File: src/hdl/baseline_hazard_estimator_top_macros.svh
// Assertion macros for the baseline hazard estimator.
// Used by the top level; expects aclk and aresetn in scope.
`ifndef BASELINE_HAZARD_ESTIMATOR_TOP_MACROS_SVH
`define BASELINE_HAZARD_ESTIMATOR_TOP_MACROS_SVH

// Same-cycle implication, checked outside reset.
`define BHE_ASSERT_NOW(label, ante, cons) \
    label: assert property (@(posedge aclk) disable iff (!aresetn) (ante) |-> (cons)) \
        else $error("baseline hazard estimator assertion failed");

// Next-cycle implication, checked outside reset.
`define BHE_ASSERT_NEXT(label, ante, cons) \
    label: assert property (@(posedge aclk) disable iff (!aresetn) (ante) |=> (cons)) \
        else $error("baseline hazard estimator assertion failed");

`endif

File: src/hdl/bhe_ram.sv
// Generic single-write, single-read synchronous RAM with registered read.
// No dependencies.
module bhe_ram #(
    parameter int WIDTH = 8,
    parameter int DEPTH = 16
) (
    input  logic                     aclk,
    input  logic                     we,
    input  logic [$clog2(DEPTH)-1:0] waddr,
    input  logic [WIDTH-1:0]         wdata,
    input  logic                     re,
    input  logic [$clog2(DEPTH)-1:0] raddr,
    output logic [WIDTH-1:0]         rdata
);

    logic [WIDTH-1:0] mem [DEPTH];
    logic [WIDTH-1:0] rdata_reg;

    always_ff @(posedge aclk) begin
        if (we) begin
            mem[waddr] <= wdata;
        end
        if (re) begin
            rdata_reg <= mem[raddr];
        end
    end

    assign rdata = rdata_reg;

endmodule

File: config.mk
export PLATFORM = sky130hd
export DESIGN_NAME = bhe_ram
export DESIGN_NICKNAME = d
export VERILOG_FILES = /design/src/hdl/baseline_hazard_estimator_top_macros.svh /design/src/hdl/bhe_ram.sv
export SDC_FILE = /design/constraint.sdc
export NUM_CORES = 1
export LEC_CHECK = 0
export ABC_CLOCK_PERIOD_IN_PS = 4000
export BUFFER_PORTS_ARGS = -buffer_cell sky130_fd_sc_hd__buf_2
export CAP_MARGIN = 25
export CORE_MARGIN = 4
export CORE_UTILIZATION = 66
export CTS_BUF_LIST = sky130_fd_sc_hd__clkbuf_8
export DETAILED_ROUTE_END_ITERATION = 16
export GPL_TIMING_DRIVEN = 0
export PLACE_DENSITY = 0.85
export SLEW_MARGIN = 40
export SYNTH_ARGS = -nofsm -noshare
export SYNTH_HDL_FRONTEND = slang
export SYNTH_SLANG_ARGS = --single-unit
File: constraint.sdc
create_clock -name aclk -period 4 [get_ports aclk]
set_input_delay 0.2 -clock aclk [delete_from_list [all_inputs] [get_ports aclk]]
set_output_delay 0.2 -clock aclk [all_outputs]
set_load 0.1 [all_outputs]
==> results.json <==
{
  "final.fill_count": 390,
  "yosys.area.top_type_share": 0.781,
  "yosysMostFrequentCell": "edfxtp_1",
  "fin_util": 0.766,
  "vias": 2523,
  "grt_pass1_wl_um": 14700,
  "cts_resized": 0,
  "irDropWorstVdd_mv": 0.523,
  "rsz0062_at_grt": "no",
  "syn_avg_cell_area_um2": 22.8,
  "clk_latency_ps": 420,
  "die_area_um2": 9410,
  "final.min_clock_period_ps": 1550,
  "largest_reg_flops": 128,
  "clk_pin_slew_worst_paths_ps": 80,
  "grt_max_degree": 17,
  "antenna_found_initial": 0,
  "drt_wl_total_um": 9720,
  "p_comb_frac": 0.067,
  "grt_pass1_vias": 2546,
  "drive_gt1_frac": 0.301,
  "drv_cap": 0,
  "synth_area_um2": 5230,
  "reg2reg_slack_ps": 2450,
  "setup_viol": 0,
  "ys_types": 18,
  "antenna_cells": 0,
  "yosysSeqAreaShare": 0.781,
  "ys.flop_type": "edfxtp_1",
  "arrival_ps": 1720,
  "cts.sinks": 136,
  "ant_nets": 0,
  "grt_usage": 0.223,
  "switching_power_uw": 638,
  "swShare": 0.215,
  "synth_seq_cells": 136,
  "root_buffer": "clkbuf_8",
  "htree_levels": 4,
  "core_area_um2": 7730,
  "wl_met1_um": 3750,
  "status": "finished clean",
  "pwr-share-seq": 0.542,
  "reg2reg_depth": 3,
  "viasPerCell": 6.50,
  "pwr_density_cell_nw_per_um2": 502,
  "overflow": 0,
  "io_pins": 27,
  "synthArstFlopShare": 0,
  "drc": 0,
  "worst_pin_slew_ps": 815,
  "setup_tns_ps": 0,
  "highest_layer": "met4",
  "syn_to_final_growth_pct": 13.3,
  "start_util": 0.676,
  "wl_met3_um": 995,
  "synthTopCellsByCount": "edfxtp_1 (136), mux4_2 (18), a22oi_1 (16), mux4_1 (14), nor2_1 (13)",
  "synth_edf_count": 136,
  "start_kind": "flop",
  "max-slew-margin-rel": 0.455,
  "numCtsBuffers": 17,
  "power.leakage_nw": 1.97,
  "post_cts_buffers": 0,
  "hold_class": "input port to flop",
  "yosys_warnings": 0,
  "die_h_um": 97.0,
  "cts_tree": "built",
  "drt-initial-drc-count": 278,
  "yosysTopAreaCell": "edfxtp_1",
  "hpwl_um": 6450,
  "clk_path_buf_depth": 2,
  "critical_path.reg2reg.startpoint": "mem[5][1]$_DFFE_PP_",
  "met2_length_um": 4770,
  "hold_viol": 0,
  "worstPathRequired_ps": 4170,
  "nets": 292,
  "max_freq_ghz": 0.644,
  "gp_congestion": 0.696,
  "dieWidth_um": 97.0,
  "final-max-slew-violation-count": 0,
  "crit_fanout": 1,
  "num_rows": 32,
  "wl_per_cell_um": 25.1,
  "fin_skew_ps": 9.33,
  "port_buffers": 25,
  "drt-pass1-iter-count": 5,
  "p_clk_frac": 0.391,
  "endpoint": "rdata[1]$_DFFE_PP_",
  "critical_path_class": "flop to flop",
  "p_int_mw": 2.34,
  "hold_buffers": 0,
  "fin_crit_sh": 0.388,
  "synthTopCellsByArea": "edfxtp_1 (78%), mux4_2 (7.8%), mux4_1 (7.0%)",
  "cp-end-kind": "flop",
  "r2r-end": "rdata[1]$_DFFE_PP_",
  "syn_nets": 248,
  "synthCells": 229,
  "crit_start": "mem[5][1]$_DFFE_PP_"
}
## layer usage
layer | track usage | up-vias
met5 | 0 | -
met4 | 0.0832 | 0
met3 | 0.0649 | 15
met2 | 0.341 | 184
met1 | 0.312 | 1254
li1 | - | 1070
## cells in the final DEF, fill, tap and decap left out, drive strengths merged
| cell type | instances |
|---|---|
| inv | 3 |
| mux4 | 32 |
| and2b | 1 |
| nand2 | 9 |
| nor2b | 1 |
| clkinvlp | 2 |
| and2 | 1 |
| or3b | 1 |
| nand3b | 2 |
| clkbuf | 17 |
| clkinv | 6 |
| nand2b | 2 |
| nor2 | 13 |
| a22oi | 16 |
| nand3 | 1 |
| clkdlybuf4s25 | 3 |
| bufinv | 4 |
| edfxtp | 136 |
| buf | 32 |
| nor3 | 4 |
## critical path, stage by stage, from the launching register on
cell,delay [ps]
edfxtp_1,380
mux4_1,580
a22oi_1,250
nand2_1,100
## through the flow
step / hold WS (ps) / std cells / cell area [µm²] / setup WS (ps) / power, mW
2_1_floorplan: 299 / 229 / 5230 / 2310 / 1.77
4_1_cts: 108 / 388 / 5920 / 2450 / 2.99
3_5_place_dp: 556 / 356 / 5500 / 2140 / 1.84
6_report: 133 / 388 / 5920 / 2450 / 2.98
5_1_grt: 98.9 / 388 / 5920 / 2420 / 3.07
3_3_place_gp: 533 / 356 / 5480 / 1830 / 1.83
## power groups by stage
stage | registers (mW) | logic [mW] | clock network, mW
2_1_floorplan | 1.69 | 0.0810 | 0
3_3_place_gp | 1.64 | 0.191 | 0
3_5_place_dp | 1.64 | 0.200 | 0
4_1_cts | 1.61 | 0.200 | 1.17
5_1_grt | 1.61 | 0.211 | 1.25
6_report | 1.61 | 0.201 | 1.16
## cell families (layout without fill, tap and decap cells)
family | count (synthesis) | count (layout) | share of synthesized area
AOI/OAI and AO/OA | 16 | 16 | 0.0230
buffers and inverters | 10 | 67 | 0.0165
DFF | 136 | 136 | 0.781
muxes | 32 | 32 | 0.148
and+or+nand+nor | 35 | 35 | 0.0314
## cell type report
| class | count | area, µm² | share of cell area |
|---|---|---|---|
| flip-flops and latches | 136 | 4080 | 0.690 |
| multi-input cells | 83 | 1080 | 0.182 |
| clock buffers | 17 | 234 | 0.0395 |
| clock inverters | 15 | 185 | 0.0313 |
| well taps | 102 | 128 | 0.0216 |
| repair buffers | 25 | 125 | 0.0211 |
| plain buffers | 10 | 86.3 | 0.0146 |
## how the worst min path moves through the flow
| stage | startpoint | to | depth (start not counted) |
|---|---|---|---|
| floorplan | wdata[0] | mem[0][0]$_DFFE_PP_ | 0 |
| global placement | re | rdata[3]$_DFFE_PP_ | 1 |
| detailed placement | re | rdata[0]$_DFFE_PP_ | 1 |
| CTS | re | rdata[0]$_DFFE_PP_ | 1 |
| global route | re | rdata[0]$_DFFE_PP_ | 1 |
| finish | re | rdata[0]$_DFFE_PP_ | 1 |
No activity file was read; power rests on OpenSTA's default activity.
