`src/hdl/baseline_hazard_estimator_top_macros.svh`:
```
// Assertion macros for the baseline hazard estimator.
// Used by the top level; expects aclk and aresetn in scope.
`ifndef BASELINE_HAZARD_ESTIMATOR_TOP_MACROS_SVH
`define BASELINE_HAZARD_ESTIMATOR_TOP_MACROS_SVH

// Same-cycle implication, checked outside reset.
`define BHE_ASSERT_NOW(label, ante, cons) \
    label: assert property (@(posedge aclk) disable iff (!aresetn) (ante) |-> (cons)) \
        else $error("baseline hazard estimator assertion failed");

// Next-cycle implication, checked outside reset.
`define BHE_ASSERT_NEXT(label, ante, cons) \
    label: assert property (@(posedge aclk) disable iff (!aresetn) (ante) |=> (cons)) \
        else $error("baseline hazard estimator assertion failed");

`endif

```
`src/hdl/bhe_div.sv`:
```
// Restoring divider, one quotient bit per cycle.
// No dependencies.
module bhe_div #(
    parameter int NW = 64,
    parameter int DW = 48
) (
    input  logic          aclk,
    input  logic          aresetn,
    input  logic          start,
    input  logic [NW-1:0] num,
    input  logic [DW-1:0] den,
    output logic          done,
    output logic [NW-1:0] quot
);

    localparam int CW = $clog2(NW + 1);

    logic [NW-1:0] q_reg, q_next;
    logic [DW-1:0] r_reg, r_next;
    logic [DW-1:0] d_reg, d_next;
    logic [CW-1:0] cnt_reg, cnt_next;
    logic          busy_reg, busy_next;
    logic          done_reg, done_next;
    logic [DW:0]   r_sh;
    logic          take;

    always_comb begin
        q_next    = q_reg;
        r_next    = r_reg;
        d_next    = d_reg;
        cnt_next  = cnt_reg;
        busy_next = busy_reg;
        done_next = 1'b0;
        r_sh      = {r_reg, q_reg[NW-1]};
        take      = r_sh >= {1'b0, d_reg};
        if (start) begin
            q_next    = num;
            r_next    = '0;
            d_next    = den;
            cnt_next  = CW'(NW);
            busy_next = 1'b1;
        end else if (busy_reg) begin
            r_next   = take ? DW'(r_sh - {1'b0, d_reg}) : DW'(r_sh);
            q_next   = {q_reg[NW-2:0], take};
            cnt_next = cnt_reg - CW'(1);
            if (cnt_reg == CW'(1)) begin
                busy_next = 1'b0;
                done_next = 1'b1;
            end
        end
    end

    always_ff @(posedge aclk) begin
        if (!aresetn) begin
            busy_reg <= 1'b0;
            done_reg <= 1'b0;
            cnt_reg  <= '0;
        end else begin
            busy_reg <= busy_next;
            done_reg <= done_next;
            cnt_reg  <= cnt_next;
        end
        q_reg <= q_next;
        r_reg <= r_next;
        d_reg <= d_next;
    end

    assign done = done_reg;
    assign quot = q_reg;

endmodule

```
`config.mk`:
```
export PLATFORM = sky130hd
export DESIGN_NAME = bhe_div
export DESIGN_NICKNAME = d
export VERILOG_FILES = /design/src/hdl/baseline_hazard_estimator_top_macros.svh /design/src/hdl/bhe_div.sv
export SDC_FILE = /design/constraint.sdc
export NUM_CORES = 1
export LEC_CHECK = 0
export BUFFER_PORTS_ARGS = -buffer_cell sky130_fd_sc_hd__buf_2
export CELL_PAD_IN_SITES_DETAIL_PLACEMENT = 1
export CELL_PAD_IN_SITES_GLOBAL_PLACEMENT = 1
export CORE_MARGIN = 2
export CORE_UTILIZATION = 45
export DETAILED_ROUTE_END_ITERATION = 10
export PLACE_DENSITY_LB_ADDON = 0.1
export SYNTH_ARGS = -nofsm -noshare
export SYNTH_HDL_FRONTEND = slang
export SYNTH_SLANG_ARGS = --single-unit
export TNS_END_PERCENT = 5
```
`constraint.sdc`:
```
create_clock -name aclk -period 5 [get_ports aclk]
set_input_delay 0.25 -clock aclk [delete_from_list [all_inputs] [get_ports aclk]]
set_output_delay 0.25 -clock aclk [all_outputs]
set_load 0.02 [all_outputs]
```
==> results.txt, run 1 <==
WP buf/inv -> 2
DRT iter0 DRCs -> 343
Depth of the CTS H-tree -> 4
Critical Path AT -> 4180 ps
WS Path Type -> register to register
Post-CTS Setup Bufs -> 0
RSZ-0062 raised after global routing -> false
Vias in the first global route -> 8950
Worst slew margin -> 0.225
Setup_tns -> 0 ps
Die X -> 152 um
CTS Sinks -> 169
Mapped Area -> 0.00992 sq mm
Yosys top cell by area -> edfxtp_1
CP max stage delay -> 940 ps
Synth Flop Type -> edfxtp_1
Endpoint type of the worst setup path -> register
Hpwl dp -> 20100 um
Largest fanout on the critical path -> 27
Total power -> 4.16 mW
CP top delay family -> compound AO/OA/AOI/OAI gates
Avg Cell Area, Syn -> 9.93 sq um
I/O Buffers -> 179
Layout Cells excl Fill -> 1498
Total CTS buffers -> 17
Cells after Synth -> 999
Die ar. -> 0.0232 sq mm
Max-slew violation count -> 0
Worst skew pair latency -> 450 ps
Via density -> 5.53
Die Y -> 152 um
Final hold vios -> 0
Bufs on Longest Clock Path -> 2
Clk root buf -> clkbuf_16
First-pass GRT wire length -> 46300 um
Wire length per cell -> 18.8 um
Detailed Route WL -> 28200 um
Total congestion overflow -> 0
Max reg flops -> 64
Placed Instances -> 1416
Area share of the largest cell type after synthesis -> 0.339
Count of warnings emitted by yosys -> 0
Post-layout min period -> 3860 ps
Power per Cell Area -> 345 mW/mm^2
Final Net Count -> 1369
Hold Crit Class -> input pin to register
GRT Resource Usage Total -> 0.244
Hold slack -> 36.9 ps
Fin crit share -> 0.772
Max cap viols -> 0
Fmax -> 259 MHz
Asr flop ratio synth -> 0
Distinct cells, synth -> 70
Filler cell count -> 2476
FP Rows -> 54
Crit path required time -> 5320 ps
Synthesis-to-finish area growth -> 21.5%
Sequential share of the synthesized area -> 0.454
Clock Skew -> 23.1 ps
CORE AREA -> 0.0218 sq mm
Synth cell count leaders -> 117 x nand2_1, 112 x edfxtp_1, 82 x nor2_1, 71 x a21oi_1, 70 x inv_1
Starting Density -> 0.456
Hold buffer count at CTS -> 48
Gpl congestion -> 0.869
Number of synthesized register bits -> 169
Via count -> 8289
Cts repair resizes -> 0
# setup viols final -> 0
Fraction of layout instances using a drive strength above 1 -> 0.256
Nature of the critical path startpoint -> register
FF/Latch Area -> 0.00451 sq mm
EDFF count, synth -> 112
Count leader, synth -> nand2_1
IO Count -> 180
Dominant cells by area after synthesis -> edfxtp_1 34%, dfxtp_1 12%, mux2_2 7.3%
Largest net degree at the start of global routing -> 94
Peak VDD IR -> 210 uV
First-pass DRT Iterations -> 5
DRC violations left -> 0
Static leakage -> 5.08 nW
Initial antenna violation count -> 3
Crit-path cells -> inv_1 > ha_1 > a21oi_2 > o211ai_1 > a221oi_2 > o21ai_1 > a2111oi_2 > and2_1 > buf_4 > nand2_1 > a311oi_1
Worst-margin pin slew -> 1160 ps
CTS tree -> built
Multi-input logic area -> 0.00490 sq mm
Post-Syn Nets -> 1165
Routed Antenna Nets -> 0
Clk slew on worst S/H paths -> 80 ps
Slowest cell on the critical path -> and2_1
Status -> completed
==> final timing paths <==
check / slack [ps] / depth (start not counted) / start / endpoint
max: 1140 / 11 / d_reg[38]$_DFFE_PP_ / r_reg[24]$_SDFFE_PP0P_
min: 40 / 2 / aresetn / cnt_reg[6]$_SDFFE_PN0P_
max reg2reg: 1140 / 11 / d_reg[38]$_DFFE_PP_ / r_reg[24]$_SDFFE_PP0P_
min reg2reg: 490 / 2 / r_reg[16]$_SDFFE_PP0P_ / r_reg[16]$_SDFFE_PP0P_
==> power by group <==
| group | switching [mW] | internal (mW) | leakage (nW) | total, mW |
|---|---|---|---|---|
| logic | 0.671 | 0.431 | 3.22 | 1.10 |
| clock network | 0.666 | 0.671 | 0.283 | 1.34 |
| registers | 0.0777 | 1.64 | 1.58 | 1.72 |
| total | 1.41 | 2.74 | 5.08 | 4.16 |
==> kinds of logic after synthesis <==
group,share of synthesized area
buf+inv,0.0520
mux,0.0777
fa+ha+maj,0.0651
flops,0.454
xor+xnor,0.0283
compound gates,0.179
simple gates,0.144
==> stage by stage <==
stage / util / cell area (sq um) / setup slack (ps)
5_1_grt: 0.554 / 12000 / 834
6_report: 0.554 / 12000 / 1140
3_3_place_gp: 0.505 / 11000 / 1350
4_1_cts: 0.554 / 12000 / 1090
2_1_floorplan: - / 9920 / 2020
3_5_place_dp: 0.505 / 11000 / 1100
==> per-layer routing <==
layer | vias up | part of all wire | global-route usage
met5 | - | 0.00071 | 0
met4 | 4 | 0.014 | 0.0604
met3 | 31 | 0.059 | 0.0714
met2 | 187 | 0.47 | 0.408
met1 | 3993 | 0.46 | 0.312
li1 | 4074 | - | -
==> placed cells by master (no fill, tap or decap), types with 8 or more instances in the layout <==
cell / n
o21a_1: 10
ha_1: 50
a21o_1: 25
nand2_1: 117
o211ai_1: 11
buf_4: 8
nor3_1: 13
nor2_1: 82
o21bai_1: 12
edfxtp_1: 112
a21oi_1: 71
xnor2_1: 20
dfxtp_1: 56
o21ai_0: 29
nand3_1: 23
mux2_2: 64
xor2_1: 12
clkbuf_16: 17
a311oi_2: 8
a311oi_1: 22
dlygate4sd3_1: 48
inv_1: 70
buf_2: 178
a211oi_1: 12
nand4_1: 18
and3_1: 9
==> final cells by class <==
class                      count  share of cell area
tap                          280              0.0291
timing repair buffer         235               0.120
clock inverter                14              0.0130
antenna                        2            0.000415
multi-input combinational    710               0.406
sequential                   169               0.374
inverter                      70              0.0218
clock buffer                  18              0.0356
Power figures use the tool's default switching activity.
==> inputs of run 2 (changes only) <==
CORE_UTILIZATION = 44   (was 45)
clock period = 3.9 ns   (was 5 ns; I/O delays follow)
==> run 2 against run 1 <==
Sequential share of layout area shrank 0.10 points. Core utilization decreased by 0.36 points. Die area grew 2.2%. Count of clock-buffer cells in the layout is the same. Combinational power grew 30%. Final cell count is 0.20% higher. First-iteration DRC count is 4.7% higher. Non-clock buffer count is 5 higher. Routed wire length up 4.3%. Critical path depth grew 1. Hold slack better by 1.4 ps. Critical path type unchanged. Largest power group unchanged.
==> results.txt, run 2 (synthesis results as in run 1) <==
Met2 wire length -> 14100 um (was 13200 um)
Synthesis-to-finish area growth -> 21.8% (was 21.5%)
DRT iter0 DRCs -> 359 (was 343)
Depth of the CTS H-tree -> 4 (unchanged)
GRT Resource Usage Total -> 0.249 (was 0.244)
Worst-margin pin slew -> 977 ps (was 1160 ps)
Total CTS buffers -> 17 (unchanged)
Initial antenna violation count -> 1 (was 3)
Reg2Reg Depth -> 12 (was 11)
Status -> completed (unchanged)
Clk slew on worst S/H paths -> 90 ps (was 80 ps)
WS Path Type -> register to register (unchanged)
Vias in the first global route -> 8877 (was 8950)
Detailed Route WL -> 29400 um (was 28200 um)
Setup_tns -> 0 ps (unchanged)
Routed Antenna Nets -> 0 (unchanged)
DR WL met3 -> 1670 um (was 1660 um)
Clk root buf -> clkbuf_16 (unchanged)
RSZ-0062 raised after global routing -> false (unchanged)
CTS Sinks -> 169 (unchanged)
I/O Buffers -> 179 (unchanged)
CORE AREA -> 0.0220 sq mm (was 0.0218 sq mm)
Gpl congestion -> 0.858 (was 0.869)
First-pass DRT Iterations -> 4 (was 5)
Clock Skew -> 23.2 ps (was 23.1 ps)
Fraction of layout instances using a drive strength above 1 -> 0.258 (was 0.256)
Final hold vios -> 0 (unchanged)
Worst R2R Start -> d_reg[38]$_DFFE_PP_ (unchanged)
Top Layer Used -> met4 (was met5)
Met1 Wirelength -> 13200 um (was 12900 um)
Die Y -> 154 um (was 152 um)
Commonest non-fill, non-tap cell in the layout -> buf_2 (unchanged)
# setup viols final -> 0 (unchanged)
CTS tree -> built (unchanged)
Fin crit share -> 0.875 (was 0.772)
Max cap viols -> 0 (unchanged)
Total congestion overflow -> 0 (unchanged)
Most frequent cells in the layout -> 178 x buf_2, 117 x nand2_1, 112 x edfxtp_1 (unchanged)
Max-slew violation count -> 0 (unchanged)
Worst hold path depth -> 2 (unchanged)
Static leakage -> 5.10 nW (was 5.08 nW)
Starting Density -> 0.452 (was 0.456)
Post-layout min period -> 3410 ps (was 3860 ps)
First-pass GRT wire length -> 47300 um (was 46300 um)
Worst slew margin -> 0.349 (was 0.225)
FP Rows -> 54 (unchanged)
Bufs on Longest Clock Path -> 2 (unchanged)
Worst reg2reg path endpoint -> r_reg[44]$_SDFFE_PP0P_ (was r_reg[24]$_SDFFE_PP0P_)
Endpoint type of the worst setup path -> register (unchanged)
Fmax -> 293 MHz (was 259 MHz)
Hold Crit Class -> input pin to register (unchanged)
IO Count -> 180 (unchanged)
Worst skew pair latency -> 450 ps (about the same)
Cell Area, Placed -> 0.0110 sq mm (about the same)
Power per Cell Area -> 442 mW/mm^2 (was 345 mW/mm^2)
Via count -> 8347 (was 8289)
Critical Path AT -> 3700 ps (was 4180 ps)
Hold path endpoint -> quot[19]$_DFFE_PP_ (was cnt_reg[6]$_SDFFE_PN0P_)
Wire length per cell -> 19.6 um (was 18.8 um)
R2R setup slack -> 490 ps (was 1140 ps)
Cts repair resizes -> 0 (unchanged)
Hold path startpoint -> num[19] (was aresetn)
Largest net degree at the start of global routing -> 58 (was 94)
Crit path required time -> 4190 ps (was 5320 ps)
Final Net Count -> 1374 (was 1369)
Nature of the critical path startpoint -> register (unchanged)
Hpwl dp -> 21300 um (was 20100 um)
DRC violations left -> 0 (unchanged)
Largest fanout on the critical path -> 23 (was 27)
Max reg flops -> 64 (unchanged)
Die X -> 154 um (was 152 um)
Final Cell Area -> 0.0121 sq mm (was 0.0120 sq mm)
Via density -> 5.56 (was 5.53)
Peak VDD IR -> 270 uV (was 210 uV)
Die ar. -> 0.0238 sq mm (was 0.0232 sq mm)
Antenna diodes -> 0 (was 2)
[run 2: cell types whose count changed in the layout (fill, tap and decap cells not counted)]
cell | before | now
buf_4 | 8 | 12
diode_2 | 2 | 0
clkinv_4 | 3 | 2
clkinvlp_4 | 1 | 2
dlygate4sd3_1 | 48 | 49
[run 2: area by class of cell]
class                      instances  area [sq um]
multi-input combinational        710          4900
timing repair buffer             240          1480
tap                              280           350
clock buffer                      18           429
fill                            2493          9880
inverter                          70           263
sequential                       169          4510
clock inverter                    14           155
[run 2: worst max-delay path by stage]
stage | start | slack (ps) | endpoint | cells past startpoint
global route | d_reg[38]$_DFFE_PP_ | 190 | r_reg[44]$_SDFFE_PP0P_ | 12
global placement | d_reg[35]$_DFFE_PP_ | 580 | r_reg[16]$_SDFFE_PP0P_ | 12
finish | d_reg[38]$_DFFE_PP_ | 490 | r_reg[44]$_SDFFE_PP0P_ | 12
detailed placement | d_reg[35]$_DFFE_PP_ | 550 | r_reg[16]$_SDFFE_PP0P_ | 12
CTS | d_reg[38]$_DFFE_PP_ | 470 | r_reg[44]$_SDFFE_PP0P_ | 12
floorplan | quot[63]$_DFFE_PP_ | 920 | r_reg[28]$_SDFFE_PP0P_ | 12
[run 2: timing repair]
action,CTS,global route
hold buffers,49,0
endpoints found under the hold margin,49,0
setup buffers,0,0
[run 2: power by group]
group | internal [mW] | switching (mW)
clock | 0.859 | 0.845
combinational | 0.557 | 0.876
sequential | 2.10 | 0.0997
[run 2: critical path, cell delays in order (launching register included)]
cell	delay [ps]
edfxtp_1	320
inv_1	40
ha_1	380
a21oi_2	220
o211ai_1	120
a221oi_2	340
o21ai_1	150
a2111oi_2	440
and2_1	470
buf_4	370
a21oi_1	80
a22oi_1	200
o22ai_1	120
[run 2: through the flow]
step	worst slack [ps]	total power, mW	hold slack, ps	cells	utilization
floorplan	918	3.21	294	999	-
finish	487	5.34	38.3	1501	0.550
detailed placement	546	3.62	373	1420	0.501
global placement	578	3.58	371	1420	0.501
global route	188	5.61	36.3	1501	0.550
CTS	469	5.37	29.4	1501	0.550
[run 2: per-layer routing]
layer	track usage	vias up
met3	0.0578	35
met1	0.320	4014
met2	0.424	222
li1	-	4076
met4	0.0676	0
met5	0	-
